## config.mk

```make
export PLATFORM = sky130hd
export DESIGN_NAME = sfr_emit_cell
export DESIGN_NICKNAME = d
export VERILOG_FILES = /design/src/sv/sfr_pkg.sv /design/src/sv/sfr_emit_cell.sv
export SDC_FILE = /design/constraint.sdc
export NUM_CORES = 1
export LEC_CHECK = 0
export BUFFER_PORTS_ARGS = -buffer_cell sky130_fd_sc_hd__buf_2
export CAP_MARGIN = 20
export CORE_AREA = 3 3 40 42
export DETAILED_ROUTE_END_ITERATION = 8
export DIE_AREA = 0 0 43 45
export GPL_ROUTABILITY_DRIVEN = 0
export PLACE_DENSITY = 0.8
export SETUP_SLACK_MARGIN = 0.5
export SLEW_MARGIN = 25
export SYNTH_ARGS = -nofsm -noshare
export SYNTH_HDL_FRONTEND = slang
export SYNTH_SLANG_ARGS = --single-unit
```

## constraint.sdc

```tcl
create_clock -name clock -period 2.6 [get_ports clock]
set_input_delay 0.13 -clock clock [delete_from_list [all_inputs] [get_ports clock]]
set_output_delay 0.13 -clock clock [all_outputs]
set_load 0.02 [all_outputs]
```

## src/sv/sfr_pkg.sv

```systemverilog
`default_nettype none

package sfr_pkg;

   localparam int MAX_FIND    = 8;
   localparam int MAX_REPLACE = 8;
   localparam int EMIT_DEPTH  = (MAX_FIND > MAX_REPLACE) ? MAX_FIND : MAX_REPLACE;
   localparam int REG_BYTES   = 8;
   localparam int CFG_W       = 64;
   localparam int LEN_FIELD_W = 4;
   localparam int CSR_IDX_W   = 2;
   localparam int FL_W        = $clog2(MAX_FIND + 1);
   localparam int RL_W        = $clog2(MAX_REPLACE + 1);
   localparam int EC_W        = $clog2(EMIT_DEPTH + 1);

   typedef enum logic [CSR_IDX_W-1:0] {
      CSR_FIND_PATTERN    = 2'd0,
      CSR_FIND_LENGTH     = 2'd1,
      CSR_REPLACE_PATTERN = 2'd2,
      CSR_REPLACE_LENGTH  = 2'd3
   } csr_idx_type;

   typedef struct packed {
      logic take;
      logic shift;
      logic here;
   } win_ctl_type;

   typedef struct packed {
      logic load;
      logic pop;
   } emit_ctl_type;

   typedef struct packed {
      logic [7:0] out_byte;
      logic       byte_valid;
      logic       end_of_text;
   } emit_ent_type;

   function automatic logic [FL_W-1:0] clamp_find(input logic [LEN_FIELD_W-1:0] v);
      logic [FL_W-1:0] r;
      if (v == '0) begin
         r = FL_W'(1);
      end else if (int'(v) > MAX_FIND) begin
         r = FL_W'(MAX_FIND);
      end else begin
         r = FL_W'(v);
      end
      return r;
   endfunction

   function automatic logic [RL_W-1:0] clamp_replace(input logic [LEN_FIELD_W-1:0] v);
      logic [RL_W-1:0] r;
      if (int'(v) > MAX_REPLACE) begin
         r = RL_W'(MAX_REPLACE);
      end else begin
         r = RL_W'(v);
      end
      return r;
   endfunction

endpackage

`default_nettype wire

```

## src/sv/sfr_emit_cell.sv

```systemverilog
`default_nettype none

module sfr_emit_cell import sfr_pkg::*; (
   input  wire logic         clock,
   input  wire emit_ctl_type ctl,
   input  wire emit_ent_type ld,
   input  wire emit_ent_type nbr,
   output emit_ent_type      ent
);

   emit_ent_type ent_ff;
   emit_ent_type ent_in;

   always_comb begin
      ent_in = ent_ff;
      if (ctl.load) begin
         ent_in = ld;
      end else if (ctl.pop) begin
         ent_in = nbr;
      end
   end

   always_ff @(posedge clock) begin
      ent_ff <= ent_in;
   end

   assign ent = ent_ff;

endmodule

`default_nettype wire
```

==> metrics.txt <==
gr usage total=9.052%; DR WL/cell=11.15 um; adder-cell share of the synthesized area=0%; largest net degree at the start of global routing=12; placement row count=13; Leak=0.3228 nW; initial antenna violation count=0; CP bufs+invs=1; clk buf depth=2; Post-synth top flop=edfxtp_1; Die Area=0.001935 mm2; H-tree Lvls=1; ant diodes=0; main combinational cell family by area after synthesis=multiplexers; Die Span Y=45 um; status=completed; Net Sw Power=96.17 uW; crit end category=output pin; CTS tree=done; PwrDens=592.3 mW/mm2; worst rel slew slack=72.02%; Clock power frac=27.3%; crit-path max FO=1; post-synth top area cell=edfxtp_1; Fin Hold WS=0.1659 ns; first-pass GRT wire length=1207 um; Synth top area share=64.69%; Port Buf Inserts=32; crit path cell chain=buf_2; mux cell area share after synthesis=31.54%; I/O pin count=33; Avg Inst Size Synth=21.10 um2; EDFF count, synth=10; Logic pwr share=21.0%; net count after synthesis=45; XOR/XNOR Fraction of Synth Area=0%; busiest grt layer=met2; initial core utilization=36.12%; final number of hold-violating endpoints=0; final global-route overflow total=0; Setup TNS=0 ns; final setup vio count=0; met3 usage=5.578%; Layout Cells excl Fill=72; Mapped Area=464.2 um2; number of flip-flops in the largest register=10; Worst Tran Pin Value=0.4197 ns; DR vias/cell=4.431; M1 GR Usage=7.323%; CTS Buf Count=3; most frequent cells after synthesis=edfxtp_1 (10), mux2_4 (9), buf_6 (1), mux2_2 (1), or2_1 (1); synth-to-layout area growth=41.78%; sequential area share after synthesis=64.69%; Synth Instances=22; DRC=0; clk sinks=10; cts hold-fix bufs=0; Root Driver=clkbuf_4; sw frac=24.67%; Power Internal=293.6 uW; vias=319; count leader, synth=edfxtp_1; GR Layer Usage met2=16.47%; critical path class=flip-flop to output pin; Peak VDD IR=265.9 uV; HP Class=input port to flip-flop; net count reported at finish=81; startpoint types=flip-flop; DRT iter0 DRCs=2; RSZ-0062 raised after global routing=no; CORE AREA=0.001285 mm2; part of the power in registers=51.7%; Crit path required time=2.47 ns; Synth Area in Simple Gates=1.348%; DR pass1 iterations=3; crit-path leading delay family=flip-flops; Max-cap violations=0; max-slew violation count=0; Netlist cell types=5; slowest CP cell=edfxtp_1; Synth Register Bits=10; synth warn=0; share of async-settable or async-resettable flops after synthesis=0%; DP Cell Count=68; FMAX=1077 MHz; final worst-path cycle share=35.71%; Arr. time, crit path=0.80 ns; post-layout min period=0.9283 ns; post-CTS setup buffers=0; post-CTS resize count=0; ranking of synthesized cells by area=edfxtp_1 (65%), mux2_4 (29%), buf_6 (2.4%), mux2_2 (2.4%), or2_1 (1.3%); Synth Area in Compound Gates=0%; Reg clk slew, reported paths=0.07 ns; Die W=43 um; CP max stage delay=0.37 ns; final WL=803 um; vias in the first global route=305; layout cells sized above 1=78.95%; Routed Antenna Nets=0
==> layout by cell type, fill, tap and decap left out <==
master	instances
clkbuf_4	3
edfxtp_1	10
mux2_2	1
buf_2	32
mux2_4	9
clkinv_1	1
or2_1	1
==> layer usage <==
layer,part of all wire [%],vias to the layer above,wire (um)
li1,-,155,-
met1,30,143,237
met2,57,19,454
met3,13,2,106
met4,0.50,0,4
met5,0,-,0
==> final timing paths <==
| check | startpoint | end | slack (ns) | cells past startpoint |
|---|---|---|---|---|
| setup / recovery | ent[6] | ent[6] | 1.67 | 1 |
| hold / removal | nbr[4] | ent[4] | 0.17 | 2 |
==> per-stage QoR <==
stage | utilization, % | worst slack [ns] | total power [mW] | area, um2
after CTS | 51.22 | 1.645 | 0.3957 | 658.1
final | 51.22 | 1.672 | 0.3898 | 658.1
after global placement | 49.17 | 1.447 | 0.2871 | 631.9
after floorplan | - | 1.689 | 0.2560 | 464.2
after global routing | 51.22 | 1.625 | 0.4115 | 658.1
after detailed placement | 49.17 | 1.390 | 0.2888 | 631.9
==> cells by family (layout without fill, tap and decap cells) <==
logic type,Yosys count,count (layout)
AND/OR/NAND/NOR,1,1
buffers and inverters,1,36
multiplexers,10,10
flip-flops,10,10
==> cell type report <==
class,count,area (um2)
clock buffers,3,22.52
clock inverters,1,3.754
fillers,116,626.9
multi-input cells,11,152.6
flip-flops and latches,10,300.3
well taps,15,18.77
repair buffers,32,160.2
==> power by group through the flow <==
stage,clock [mW],sequential [mW],combinational [mW]
after global placement,0,0.205,0.0819
after global routing,0.121,0.204,0.0866
after detailed placement,0,0.206,0.0833
final,0.106,0.201,0.0820
after floorplan,0,0.230,0.0263
after CTS,0.110,0.202,0.0833
Power figures use the tool's default switching activity.
