==> config.mk <==
export PLATFORM = sky130hd
export DESIGN_NAME = sfr_win_cell
export DESIGN_NICKNAME = d
export VERILOG_FILES = /design/src/sv/sfr_pkg.sv /design/src/sv/sfr_win_cell.sv
export SDC_FILE = /design/constraint.sdc
export NUM_CORES = 1
export LEC_CHECK = 0
export ABC_AREA = 1
export BUFFER_PORTS_ARGS = -buffer_cell sky130_fd_sc_hd__clkbuf_2
export CAP_MARGIN = 10
export CORE_MARGIN = 5
export CORE_UTILIZATION = 37
export DETAILED_ROUTE_END_ITERATION = 16
export GPL_ROUTABILITY_DRIVEN = 0
export PLACE_DENSITY = 0.7
export SLEW_MARGIN = 10
export SYNTH_ARGS = -nofsm -noshare
export SYNTH_HDL_FRONTEND = slang
export SYNTH_SLANG_ARGS = --single-unit
export TNS_END_PERCENT = 100
==> constraint.sdc <==
create_clock -name clock -period 1.3 [get_ports clock]
set_input_delay 0.065 -clock clock [delete_from_list [all_inputs] [get_ports clock]]
set_output_delay 0.065 -clock clock [all_outputs]
set_load 0.03 [all_outputs]
==> src/sv/sfr_pkg.sv <==
`default_nettype none

package sfr_pkg;

   localparam int MAX_FIND    = 8;
   localparam int MAX_REPLACE = 8;
   localparam int EMIT_DEPTH  = (MAX_FIND > MAX_REPLACE) ? MAX_FIND : MAX_REPLACE;
   localparam int REG_BYTES   = 8;
   localparam int CFG_W       = 64;
   localparam int LEN_FIELD_W = 4;
   localparam int CSR_IDX_W   = 2;
   localparam int FL_W        = $clog2(MAX_FIND + 1);
   localparam int RL_W        = $clog2(MAX_REPLACE + 1);
   localparam int EC_W        = $clog2(EMIT_DEPTH + 1);

   typedef enum logic [CSR_IDX_W-1:0] {
      CSR_FIND_PATTERN    = 2'd0,
      CSR_FIND_LENGTH     = 2'd1,
      CSR_REPLACE_PATTERN = 2'd2,
      CSR_REPLACE_LENGTH  = 2'd3
   } csr_idx_type;

   typedef struct packed {
      logic take;
      logic shift;
      logic here;
   } win_ctl_type;

   typedef struct packed {
      logic load;
      logic pop;
   } emit_ctl_type;

   typedef struct packed {
      logic [7:0] out_byte;
      logic       byte_valid;
      logic       end_of_text;
   } emit_ent_type;

   function automatic logic [FL_W-1:0] clamp_find(input logic [LEN_FIELD_W-1:0] v);
      logic [FL_W-1:0] r;
      if (v == '0) begin
         r = FL_W'(1);
      end else if (int'(v) > MAX_FIND) begin
         r = FL_W'(MAX_FIND);
      end else begin
         r = FL_W'(v);
      end
      return r;
   endfunction

   function automatic logic [RL_W-1:0] clamp_replace(input logic [LEN_FIELD_W-1:0] v);
      logic [RL_W-1:0] r;
      if (int'(v) > MAX_REPLACE) begin
         r = RL_W'(MAX_REPLACE);
      end else begin
         r = RL_W'(v);
      end
      return r;
   endfunction

endpackage

`default_nettype wire

==> src/sv/sfr_win_cell.sv <==
`default_nettype none

module sfr_win_cell import sfr_pkg::*; (
   input  wire logic        clock,
   input  wire win_ctl_type ctl,
   input  wire logic [7:0]  in_byte,
   input  wire logic [7:0]  nbr_cand,
   input  wire logic [7:0]  pat_byte,
   input  wire logic        in_use,
   output logic [7:0]       cand,
   output logic             eq_ok
);

   logic [7:0] byte_ff;
   logic [7:0] byte_in;

   assign cand  = ctl.here ? in_byte : byte_ff;
   assign eq_ok = !in_use || (cand == pat_byte);

   always_comb begin
      byte_in = byte_ff;
      if (ctl.take) begin
         byte_in = ctl.shift ? nbr_cand : cand;
      end
   end

   always_ff @(posedge clock) begin
      byte_ff <= byte_in;
   end

endmodule

`default_nettype wire

==> results.tsv <==
stage	metric	value	unit
critical_path	r2r_slack	0.43	ns
power_and_ir_drop	power_density	899	nW/um2
final_layout	largest_reg_flops	8	
final_layout	diodes	0	
logic_synthesis	syn-cell-area	638	um2
outcome	violations	negative setup slack	
power_and_ir_drop	p_leak	0.482	nW
logic_synthesis	ys_warn_count	0	
die	ios	38	
critical_path	cp_data_arrival_time	1.35	ns
critical_path	path_delay_family	simple AND/OR/NAND/NOR gates	
grt	grt_usage	14.8	%
clock_tree	ctsLongestPathBuffers	2	
grt	met2_usage	26.7	%
clock_tree	cts-root-buf	clkbuf_4	
final_layout	most-common-layout-cells	nand2_1, clkbuf_2, nor2_1	
drt	vias	754	
grt	grt-ovfl-total	0	
die	die_x	51.5	um
drt	drc	0	
clock_tree	cts_max_level	1	
critical_path	cp-start-kind	flip-flop	
clock_tree	holdBufCountCts	0	
logic_synthesis	syn-num-nets	121	
die	die_h	51.5	um
drt	final_antenna_net_count	0	
final_layout	layout_commonest_cell	nand2_1	
grt	grt_antenna_before_repair	0	
power_and_ir_drop	vdd_drop_max	0.000443	V
sta	drv_slew	0	
sta	layout_min_cycle_time	1.41	ns
logic_synthesis	synth-seq-cells	8	
sta	setup_ws	-0.115	ns
sta	rsz0062_at_grt	yes	
die	core.rowCount	15	
final_layout	regMostFlops	byte_ff	
grt	grt_pass1_vias	674	
grt	grt-busiest-layer	met2	
placement	io_buffers	37	
critical_path	slowest_delay	0.39	ns
die	initial_utilization	37.8	%
critical_path	path_cells	nand2_2, nand3b_1, nand2_1, nand2_1, nor2_2, nand2_1, nand2_2, buf_8	
sta	finalHoldViolCount	0	
placement	dp_hpwl	1.51	mm
logic_synthesis	ys_types	12	
drt	dr.pass1.iters	4	
power_and_ir_drop	fin_total_pwr	783	uW
critical_path	cp_max_fo	3	
final_layout	reg.largest.list	byte_ff (8)	
clock_tree	clk_pin_slew_worst_paths	0.06	ns
logic_synthesis	seq_area_frac_synth	37.6	%
sta	maxSlewHeadroom	69.1	%
critical_path	cpMostUsedCell	nand2_1	
logic_synthesis	syn_area_per_cell	6.94	um2
grt	grt_first_pass_wirelength	2.87	mm
final_layout	final_util	51.6	%
outcome	outcome	finished, violations left	
drt	drt_iter0_markers	14	
sta	worst_pin_slew	0.464	ns
logic_synthesis	syn_inst	92	
drt	routedWlPerCell	12.7	um
die	core	1690	um2
job	max_cap_viol_count	0	
final_layout	nets	161	
grt	grt_util_met1	16.5	%
final_layout	layout-drive-gt1-share	39.2	%
critical_path	cp-end-kind	output port	
sta	max_clock_freq	707	MHz
worst_hold_path	hold_path.class	in2reg	
clock_tree	cts_tree	yes	
sta	finalClockSkew	0	ns
final_layout	area_growth	36.5	%
clock_tree	clock-sinks	8	
critical_path	critPathRequiredTime	1.24	ns
critical_path	cp_slowest_cell	edfxtp_1	
grt	grt_max_degree	17	
sta	period_share	109	%
drt	vias_per_cell	5.13	
die	die_area	2660	um2
clock_tree	clock_latency	0.26	ns
critical_path	worstSetupPathType	reg2out	
grt	grt.met3_usage	2.58	%
sta	finalSetupViolCount	1	
critical_path	critPathBufInv	1	
drt	drt_wl_total	1.86	mm
clock_tree	cts_buffers	3	
worst paths after layout:
path	startpoint	to	cells after the start
min reg2reg	byte_ff[5]	byte_ff[5]	2
min	nbr_cand[5]	byte_ff[5]	3
max	byte_ff[7]	eq_ok	8
max reg2reg	byte_ff[1]	byte_ff[1]	2
where the power goes:
group | internal [mW] | switching [mW] | total, mW | leakage (nW)
Sequential | 0.308 | 0.00850 | 0.317 | 0.0775
Combinational | 0.0961 | 0.162 | 0.258 | 0.390
Clock | 0.107 | 0.101 | 0.208 | 0.0138
Total | 0.511 | 0.271 | 0.783 | 0.482
per-stage QoR:
step	TNS (ns)	std cells	hold slack (ns)	worst slack, ns	instance area, um2
2_1_floorplan	0	92	0.177	0.0594	641
3_3_place_gp	0	144	0.415	0.0731	831
3_5_place_dp	0	144	0.416	0.0489	831
4_1_cts	-0.126	147	0.146	-0.126	867
5_1_grt	-0.237	147	0.194	-0.237	871
6_report	-0.115	147	0.145	-0.115	871
worst reg2reg max path, stage by stage (launching register included):
cell and delay [ns]:
edfxtp_1 0.36, nand2_1 0.13, a31oi_1 0.11
what timing repair did:
item,4_1_cts,5_1_grt
endpoints found under the hold margin,0,0
setup buffers,0,0
pin swaps,2,2
gates resized for setup,4,2
setup endpoints to repair,1,1
per-layer routing:
| layer | vias to the layer above | wire length (um) |
|---|---|---|
| met5 | - | 0 |
| met4 | 0 | 36 |
| met3 | 4 | 127 |
| met2 | 30 | 988 |
| met1 | 339 | 712 |
| li1 | 381 | - |
area by class of cell:
| class | count | area [um2] |
|---|---|---|
| Clock buffer | 3 | 22.5 |
| Fill cell | 161 | 818 |
| Inverter | 8 | 37.5 |
| Multi-Input combinational cell | 74 | 354 |
| Sequential cell | 8 | 240 |
| Tap cell | 17 | 21.3 |
| Timing Repair Buffer | 37 | 195 |
kinds of logic (layout without fill, tap and decap cells):
group           after synthesis  count (layout)  synth area share [%]
compound gates                8               8                  7.84
buf+inv                      10              48                  8.43
simple gates                 66              66                  46.1
flops                         8               8                  37.6
synthesized netlist by cell type:
cell	n	area share, %
nand2_2	5	4.9
nand3_1	3	2.4
inv_1	7	4.1
a31oi_1	8	7.8
nand2_4	1	1.8
buf_6	1	1.8
inv_8	1	1.8
nand2_1	41	24
nand3b_1	6	7.1
buf_2	1	0.78
edfxtp_1	8	38
nor2_1	10	5.9
Power figures use the tool's default switching activity.
